<file path="src/rtl/core/wjs_pkg.sv">
// Shared constants, codes and record types of the skinning unit.
`timescale 1ns / 1ps
package wjs_pkg;

  localparam int JOINT_SLOTS    = 256;
  localparam int WEIGHT_SLOTS   = 4096;
  localparam int MAX_PER_VERTEX = 16;

  localparam int JAW    = (JOINT_SLOTS > 1) ? $clog2(JOINT_SLOTS) : 1;
  localparam int WAW    = (WEIGHT_SLOTS > 1) ? $clog2(WEIGHT_SLOTS) : 1;
  localparam int NW     = $clog2(MAX_PER_VERTEX + 1);
  // Wide enough for slot plus count and for the largest table size.
  localparam int SUMW   = 18;
  localparam int QDEPTH = 4;
  localparam int QAW    = $clog2(QDEPTH);

  localparam logic [1:0] CMD_JOINT   = 2'd0;
  localparam logic [1:0] CMD_WEIGHT  = 2'd1;
  localparam logic [1:0] CMD_COMPUTE = 2'd2;

  localparam logic [1:0] FAULT_OK    = 2'd0;
  localparam logic [1:0] FAULT_SAT   = 2'd1;
  localparam logic [1:0] FAULT_RANGE = 2'd2;
  localparam logic [1:0] FAULT_JOINT = 2'd3;

  typedef enum logic [1:0] {OP_JOINT, OP_WEIGHT, OP_COMPUTE} op_t;

  typedef struct packed {
    op_t                op;
    logic [11:0]        slot;
    logic signed [31:0] pos_x;
    logic signed [31:0] pos_y;
    logic signed [31:0] pos_z;
    logic signed [15:0] rot_x;
    logic signed [15:0] rot_y;
    logic signed [15:0] rot_z;
    logic signed [15:0] rot_w;
    logic [7:0]         joint_ref;
    logic [15:0]        bias;
    logic [NW-1:0]      n;
    logic               range_fault;
  } op_item_t;

  typedef struct packed {
    logic signed [31:0] ox;
    logic signed [31:0] oy;
    logic signed [31:0] oz;
    logic [7:0]         joint_ref;
    logic [15:0]        bias;
  } weight_rec_t;

  typedef struct packed {
    logic signed [31:0] px;
    logic signed [31:0] py;
    logic signed [31:0] pz;
    logic signed [15:0] qx;
    logic signed [15:0] qy;
    logic signed [15:0] qz;
    logic signed [15:0] qw;
  } joint_rec_t;

  typedef struct packed {
    logic first;
    logic last;
    logic contrib;
    logic range_fault;
    logic joint_fault;
  } tag_t;

endpackage

</file>
<file path="src/rtl/core/wjs_channels.sv">
// Valid/ready channel interfaces for command items and point items.
`timescale 1ns / 1ps
interface wjs_cmd_if;
  logic               valid;
  logic               ready;
  logic [1:0]         command;
  logic [11:0]        slot;
  logic signed [31:0] pos_x;
  logic signed [31:0] pos_y;
  logic signed [31:0] pos_z;
  logic signed [15:0] rot_x;
  logic signed [15:0] rot_y;
  logic signed [15:0] rot_z;
  logic signed [15:0] rot_w;
  logic [7:0]         joint_ref;
  logic [15:0]        bias;
  logic [4:0]         count;

  modport source (output valid, command, slot, pos_x, pos_y, pos_z, rot_x, rot_y, rot_z,
                  rot_w, joint_ref, bias, count, input ready);
  modport sink (input valid, command, slot, pos_x, pos_y, pos_z, rot_x, rot_y, rot_z,
                rot_w, joint_ref, bias, count, output ready);
endinterface


</file>
<file path="src/rtl/core/wjs_front.sv">
// Front end: accepts command items, classifies them and queues them.
`timescale 1ns / 1ps
module wjs_front import wjs_pkg::*; (
  input  logic     clk,
  input  logic     rst,
  wjs_cmd_if.sink  cmd_ch,
  output logic     q_valid,
  output op_item_t q_item,
  input  logic     q_pop
);

  op_item_t          fifo [QDEPTH];
  logic [QAW-1:0]    rd_ptr;
  logic [QAW-1:0]    wr_ptr;
  logic [QAW:0]      fill;
  op_item_t          cls;
  logic              keep;
  logic              push;
  logic [SUMW-1:0]   slot_w;
  logic [SUMW-1:0]   end_w;

  // Count saturation, range check; drops unknown commands and off-table writes.
  always_comb begin
    slot_w = SUMW'(cmd_ch.slot);
    cls.slot = cmd_ch.slot;
    cls.pos_x = cmd_ch.pos_x;
    cls.pos_y = cmd_ch.pos_y;
    cls.pos_z = cmd_ch.pos_z;
    cls.rot_x = cmd_ch.rot_x;
    cls.rot_y = cmd_ch.rot_y;
    cls.rot_z = cmd_ch.rot_z;
    cls.rot_w = cmd_ch.rot_w;
    cls.joint_ref = cmd_ch.joint_ref;
    cls.bias = cmd_ch.bias;
    if (SUMW'(cmd_ch.count) > SUMW'(MAX_PER_VERTEX)) begin
      cls.n = NW'(MAX_PER_VERTEX);
    end else begin
      cls.n = NW'(cmd_ch.count);
    end
    end_w = slot_w + SUMW'(cls.n);
    cls.range_fault = end_w > SUMW'(WEIGHT_SLOTS);
    unique case (cmd_ch.command)
      CMD_JOINT: begin
        cls.op = OP_JOINT;
        keep = slot_w < SUMW'(JOINT_SLOTS);
      end
      CMD_WEIGHT: begin
        cls.op = OP_WEIGHT;
        keep = slot_w < SUMW'(WEIGHT_SLOTS);
      end
      CMD_COMPUTE: begin
        cls.op = OP_COMPUTE;
        keep = 1'b1;
      end
      default: begin
        cls.op = OP_COMPUTE;
        keep = 1'b0;
      end
    endcase
  end

  assign cmd_ch.ready = fill != (QAW + 1)'(QDEPTH);
  assign push = cmd_ch.valid && cmd_ch.ready && keep;
  assign q_valid = fill != '0;
  assign q_item = fifo[rd_ptr];

  always_ff @(posedge clk) begin
    if (rst) begin
      rd_ptr <= '0;
      wr_ptr <= '0;
      fill <= '0;
    end else begin
      if (push) begin
        wr_ptr <= wr_ptr + QAW'(1);
      end
      if (q_pop) begin
        rd_ptr <= rd_ptr + QAW'(1);
      end
      if (push && !q_pop) begin
        fill <= fill + (QAW + 1)'(1);
      end else if (!push && q_pop) begin
        fill <= fill - (QAW + 1)'(1);
      end
    end
  end

  always_ff @(posedge clk) begin
    if (push) begin
      fifo[wr_ptr] <= cls;
    end
  end

endmodule

</file>
<file path="src/flat_wrapper.sv">
// flat-port wrapper written by rule: the top's interface ports become plain ports
module wjs_front_flat import wjs_pkg::*;
  (clk, rst, q_valid, q_item, q_pop, cmd_ch_valid, cmd_ch_command, cmd_ch_slot, cmd_ch_pos_x, cmd_ch_pos_y, cmd_ch_pos_z, cmd_ch_rot_x, cmd_ch_rot_y, cmd_ch_rot_z, cmd_ch_rot_w, cmd_ch_joint_ref, cmd_ch_bias, cmd_ch_count, cmd_ch_ready);
  wjs_cmd_if cmd_ch_i ();
  input  logic clk;
  input  logic rst;
  output logic q_valid;
  output op_item_t q_item;
  input  logic q_pop;
  input wire logic [$bits(cmd_ch_i.valid)-1:0] cmd_ch_valid;
  input wire logic [$bits(cmd_ch_i.command)-1:0] cmd_ch_command;
  input wire logic [$bits(cmd_ch_i.slot)-1:0] cmd_ch_slot;
  input wire logic [$bits(cmd_ch_i.pos_x)-1:0] cmd_ch_pos_x;
  input wire logic [$bits(cmd_ch_i.pos_y)-1:0] cmd_ch_pos_y;
  input wire logic [$bits(cmd_ch_i.pos_z)-1:0] cmd_ch_pos_z;
  input wire logic [$bits(cmd_ch_i.rot_x)-1:0] cmd_ch_rot_x;
  input wire logic [$bits(cmd_ch_i.rot_y)-1:0] cmd_ch_rot_y;
  input wire logic [$bits(cmd_ch_i.rot_z)-1:0] cmd_ch_rot_z;
  input wire logic [$bits(cmd_ch_i.rot_w)-1:0] cmd_ch_rot_w;
  input wire logic [$bits(cmd_ch_i.joint_ref)-1:0] cmd_ch_joint_ref;
  input wire logic [$bits(cmd_ch_i.bias)-1:0] cmd_ch_bias;
  input wire logic [$bits(cmd_ch_i.count)-1:0] cmd_ch_count;
  output wire logic [$bits(cmd_ch_i.ready)-1:0] cmd_ch_ready;
  assign cmd_ch_i.valid = cmd_ch_valid;
  assign cmd_ch_i.command = cmd_ch_command;
  assign cmd_ch_i.slot = cmd_ch_slot;
  assign cmd_ch_i.pos_x = cmd_ch_pos_x;
  assign cmd_ch_i.pos_y = cmd_ch_pos_y;
  assign cmd_ch_i.pos_z = cmd_ch_pos_z;
  assign cmd_ch_i.rot_x = cmd_ch_rot_x;
  assign cmd_ch_i.rot_y = cmd_ch_rot_y;
  assign cmd_ch_i.rot_z = cmd_ch_rot_z;
  assign cmd_ch_i.rot_w = cmd_ch_rot_w;
  assign cmd_ch_i.joint_ref = cmd_ch_joint_ref;
  assign cmd_ch_i.bias = cmd_ch_bias;
  assign cmd_ch_i.count = cmd_ch_count;
  assign cmd_ch_ready = cmd_ch_i.ready;
  wjs_front u_core (.clk(clk), .rst(rst), .cmd_ch(cmd_ch_i), .q_valid(q_valid), .q_item(q_item), .q_pop(q_pop));
endmodule
</file>
<file path="config.mk">
export PLATFORM = sky130hd
export DESIGN_NAME = wjs_front_flat
export DESIGN_NICKNAME = d
export VERILOG_FILES = /design/src/rtl/core/wjs_pkg.sv /design/src/rtl/core/wjs_channels.sv /design/src/rtl/core/wjs_front.sv /design/src/flat_wrapper.sv
export SDC_FILE = /design/constraint.sdc
export NUM_CORES = 1
export LEC_CHECK = 0
export BUFFER_PORTS_ARGS = -buffer_cell sky130_fd_sc_hd__buf_2
export CAP_MARGIN = 20
export CORE_ASPECT_RATIO = 1.2
export CORE_MARGIN = 1.5
export CORE_UTILIZATION = 35
export DETAILED_ROUTE_END_ITERATION = 16
export SYNTH_ARGS = -nofsm -noshare
export SYNTH_HDL_FRONTEND = slang
export SYNTH_SLANG_ARGS = --single-unit
</file>
<file path="constraint.sdc">
create_clock -name clk -period 19.5 [get_ports clk]
set_input_delay 2.925 -clock clk [delete_from_list [all_inputs] [get_ports clk]]
set_output_delay 2.925 -clock clk [all_outputs]
set_load 0.02 [all_outputs]
</file>
After elaboration in Yosys (flattened, before gate mapping)
Memory sizes are Yosys's and may differ from the RTL's. A register that Yosys moved wholly into a read port is not among the register bits.
Index checks and enable logic that the tools add are counted.
Widths: inputs -> output; s select.
{"block": "totals", "ram_bits": 816, "ff_bits": 7, "inputBits": 207, "wordCells": 34, "out_inout_bits": 206, "n_memories": 1}
{"name": "u_core.fifo", "depth": 4, "word_bits": 204, "read_ports": 1, "rd_clocked_by_memory_dff": 1, "wr": 1, "line": "wjs_front.sv:12", "source": "op_item_t fifo [QDEPTH];"}
{"block": "classes", "n_eq_ne": 3, "add_sub_neg": 5, "magnitude_cmp": 3, "muxes": 9, "n_reduce_logical": 10}
{"cell": "$gt 18x13->1 const B", "count": 1}
{"cell": "$add 12x5->13", "count": 1}
{"cell": "$lt 12x9->1 const B", "count": 1}
{"cell": "$mux 3", "count": 2}
{"cell": "$gt 5x5->1 const B", "count": 1}
{"cell": "$mux 5", "count": 1}
{"cell": "$add 2x1->2 const B", "count": 2}
{"cell": "$logic_and 1x1->1", "count": 4}
{"cell": "$mux 2", "count": 2}
{"cell": "$pmux 2 s2", "count": 1}
{"cell": "$add 3x1->3 const B", "count": 1}
{"cell": "$ne 3x3->1 const B", "count": 1}
{"cell": "$reduce_bool 3->1", "count": 1}
{"cell": "$sub 3x1->3 const B", "count": 1}
{"cell": "$eq 2x1->1 const B", "count": 1}
{"cell": "$eq 2x2->1 const B", "count": 1}
{"cell": "$logic_not 1->1", "count": 2}
{"cell": "$logic_not 2->1", "count": 1}
{"cell": "$mux 1", "count": 2}
{"cell": "$pmux 1 s2", "count": 1}
{"cell": "$reduce_bool 2->1", "count": 1}
{"cell": "$reduce_or 2->1", "count": 1}

Logic depth before layout (Yosys ltp)
{"block": "logic_depth", "depth_word": 8, "depth_mapped": 11, "ltp_nobuf": 10}

Worst setup path after synthesis
Ideal clock, no wire load.
{"block": "synth_timing", "kind": "input to register", "start": "in cmd_ch_command[1]", "end": "mem u_core.fifo[0][0] in the netlist's numbering, enable pin", "stages": 6, "t_arrival_ns": 8.317, "setup_slack_ns": 10.593, "t_required_ns": 18.910, "cell_sequence": "inv_1 ha_1 a21oi_1 and4bb_2 buf_4 and2_1"}
{"block": "synth_via", "elab_chain_cells": 6, "word_cells_on_any_way": 8, "cone_classes": "eq/ne: 2; mux: 3; reduce/logical: 3"}
{"item": "start: declaration", "line": "flat_wrapper.sv:11", "source": "input wire logic [$bits(cmd_ch_i.command)-1:0] cmd_ch_command;"}
{"item": "$eq 2x1->1 / $eq 2x2->1 (equally long branches)", "line": "wjs_front.sv:42", "source": "unique case (cmd_ch.command)"}
{"item": "$reduce_or 2->1 (no source line)"}
{"item": "$pmux 1 s2 (*)", "line": "wjs_front.sv:42"}
{"item": "$logic_and 1x1->1 (*)", "line": "wjs_front.sv:63", "source": "assign push = cmd_ch.valid && cmd_ch.ready && keep;"}
{"item": "net u_core.push", "line": "wjs_front.sv:18", "source": "logic push;"}
{"item": "$mux 1 (*)", "line": "wjs_front.sv:88", "source": "if (push) begin"}
{"item": "$mux 1 (implied by the code) (*)", "line": "wjs_front.sv:89", "source": "fifo[wr_ptr] <= cls;"}
{"item": "end: declaration", "line": "wjs_front.sv:12"}
The timed path passes the listed nets; every way through them passes the cells marked *.

==> impl_metrics.json <==
{
  "cpPeakStageDelay_ns": 0.76,
  "synth_cell_types": 35,
  "cap_viol_max_count": 0,
  "cts_buffers": 82,
  "drc": 0,
  "finalNetCount": 1857,
  "relSlewSlack_pct": 30.32,
  "hold_class": "flip-flop to flip-flop",
  "place_congestion": 0.7222,
  "syn_nets": 1390,
  "p_leak_nw": 11.92,
  "worst_pin_slew_ns": 1.045,
  "stdcell_area_sq_mm": 0.03625,
  "period_minus_slack_ns": 6.840,
  "drv_slew": 0,
  "grt_max_degree": 65,
  "ios": 413,
  "syn_area_per_cell_sq_um": 25.87,
  "cts_setup_buffers": 0,
  "portBuffers": 412,
  "cts.sinks": 825,
  "clk_latency_ns": 0.63,
  "num-fill-cells": 7446,
  "ys_seq_area_share_pct": 81.76,
  "ir_drop_mv": 0.07216,
  "path_buf_inv": 4,
  "fin_crit_sh_pct": 35.08,
  "grt_overflow": 0,
  "cts-hold-fix-buffers": 0,
  "yosysTopAreaCellShare_pct": 81.16,
  "ant_nets": 0,
  "grt_pass1_vias": 14580,
  "power.density_mw_per_mm2": 109.4,
  "grtUsageTotal_pct": 14.19,
  "synth_most_common_cell": "edfxtp_1",
  "htreeDepth": 3,
  "post-route-util_pct": 42.55,
  "required_ns": 16.57,
  "syn_area_sq_mm": 0.03019,
  "clockRootBuffer": "clkbuf_16",
  "cp_top_family": "buffers and inverters",
  "cts_tree": "built",
  "crit_path_start_kind": "flip-flop",
  "grt_pass1_wl_um": 94010,
  "wl_per_cell_um": 22.22,
  "cp-end-kind": "output port",
  "crit_type": "flip-flop to output port",
  "rsz0062_at_grt": "false",
  "wl_um": 63020,
  "yosysTopAreaCell": "edfxtp_1",
  "drive_gt1_share_pct": 44.67,
  "synth.area.top_cells": "edfxtp_1 (81%), mux4_2 (15%), dfxtp_1 (0.60%), ha_1 (0.58%), buf_4 (0.42%)",
  "dieArea_sq_mm": 0.08804,
  "cp_slowest_cell": "buf_4",
  "path_max_fanout": 42,
  "antenna_found_initial": 16,
  "drt-pass1-iter-count": 4,
  "synth-edff-count": 816,
  "start_util_pct": 35.44,
  "tns_ns": 0,
  "synth_cells": 1167,
  "synth_seq_cells": 825,
  "finalSetupViolations": 0,
  "via_count": 13780,
  "clockBufferDepth": 3,
  "cp_data_arrival_time_ns": 3.91,
  "fmaxAchievable_mhz": 146.2,
  "core_area_sq_mm": 0.08520,
  "dpl_cell_area_sq_mm": 0.03355,
  "crit_chain": "buf_16 > buf_4 > buf_4 > mux4_2 > buf_2",
  "syn_to_final_growth_pct": 20.07,
  "via_per_inst": 4.858,
  "fp.dieW_um": 271.1,
  "fin_skew_ns": 0.01743,
  "ctsResizeCount": 0,
  "status": "completed",
  "synth.top_cells.by_count": "edfxtp_1 (816), mux4_2 (204), buf_2 (20), buf_4 (17)",
  "cp_common_cell": "buf_4",
  "drt_iter0_drc": 980,
  "clk_pin_slew_ns": 0.06,
  "synth_ff_type": "edfxtp_1",
  "dp_hpwl_um": 38960,
  "fp.dieH_um": 324.7,
  "placementRows": 117,
  "hold_violations": 0,
  "async_flop_share_pct": 0,
  "ys_warn_count": 0
}
[placed cells by master, fill, tap and decap left out, types with 3 or more instances in the layout]
cell type and instances:
a21oi_1 5, and2_4 4, buf_2 412, buf_4 19
bufinv_16 8, clkbuf_1 18, clkbuf_16 84, clkinv_1 18
clkinv_2 9, clkinv_8 3, dfxtp_1 7, diode_2 7
edfxtp_1 816, ha_1 14, inv_1 8, inv_6 4
mux2i_1 4, mux4_2 204, nand2_1 4, nor2_1 14
nor2b_1 4, o21ai_0 3, or3_1 4, xnor2_1 3
xor2_1 3
[through the flow]
step | hold slack (ns) | std cells | total power [mW] | worst slack, ns
after global placement | 0.4807 | 2679 | 2.456 | 12.64
after global routing | 0.5673 | 2836 | 4.108 | 12.22
final | 0.5171 | 2836 | 3.965 | 12.66
after detailed placement | 0.5076 | 2679 | 2.464 | 12.69
after floorplan | 0.4669 | 1167 | 2.317 | 10.59
after CTS | 0.5164 | 2828 | 4.027 | 12.15
[final timing paths]
kind                         endpoint  slack (ns)  cells after the start           start
setup / recovery          q_item[132]       12.66                      5       flip-flop
hold / removal         u_core.fill[2]        0.52                      2  u_core.fill[2]
setup reg to reg  u_core.fifo[3][109]       15.82                      6  u_core.fill[0]
hold reg to reg        u_core.fill[2]        0.52                      2  u_core.fill[2]
[routing by layer]
metal | vias up | global-route usage [%] | wire length [um]
met5 | - | 0 | 78
met4 | 12 | 5.435 | 1672
met3 | 121 | 4.103 | 4198
met2 | 386 | 23.89 | 32460
met1 | 7287 | 17.24 | 24610
li1 | 5970 | - | -
[registers in the layout (all words and copies together), names as in the netlist, named ones only]
signal,cells
u_core.fill,3
u_core.wr_ptr,2
u_core.rd_ptr,2
u_core.fifo,816
[cell families (layout without fill, tap and decap cells)]
group / Yosys count / in the layout / share of synthesized area (%)
buffers and inverters: 57 / 589 / 1.003
multiplexers: 208 / 208 / 15.35
XOR/XNOR: 6 / 6 / 0.1741
AO/OA/AOI/OAI: 16 / 16 / 0.3357
flip-flops: 825 / 825 / 81.76
other: 0 / 7 / 0
adder cells (fa/ha/maj): 16 / 16 / 0.7128
AND/OR/NAND/NOR: 39 / 39 / 0.6672
[final cells by class]
type	count	area, sq um	share of cell area [%]
Tap cell	1130	1414	3.900
Sequential cell	825	24690	68.11
Multi-Input combinational cell	285	5215	14.39
Clock buffer	102	2170	5.985
Antenna cell	7	17.52	0.04832
Clock inverter	47	483.0	1.332
Inverter	8	30.03	0.08283
Timing Repair Buffer	432	2232	6.157
[power breakdown]
group          leakage [nW]  total [mW]  internal, mW  switching, mW
clock                  1.29        1.55         0.901          0.647
sequential             7.46        2.02          2.01         0.0169
combinational          3.17       0.393         0.155          0.238
total                  11.9        3.96          3.06          0.903
[worst register-to-register path: stages (launching register included)]
cell,delay [ns]
dfxtp_1,0.41
nor2_1,0.07
nand2_1,0.11
and4bb_2,0.34
and2_4,0.66
buf_4,0.76
buf_4,0.87
No activity file was read; power rests on OpenSTA's default activity.
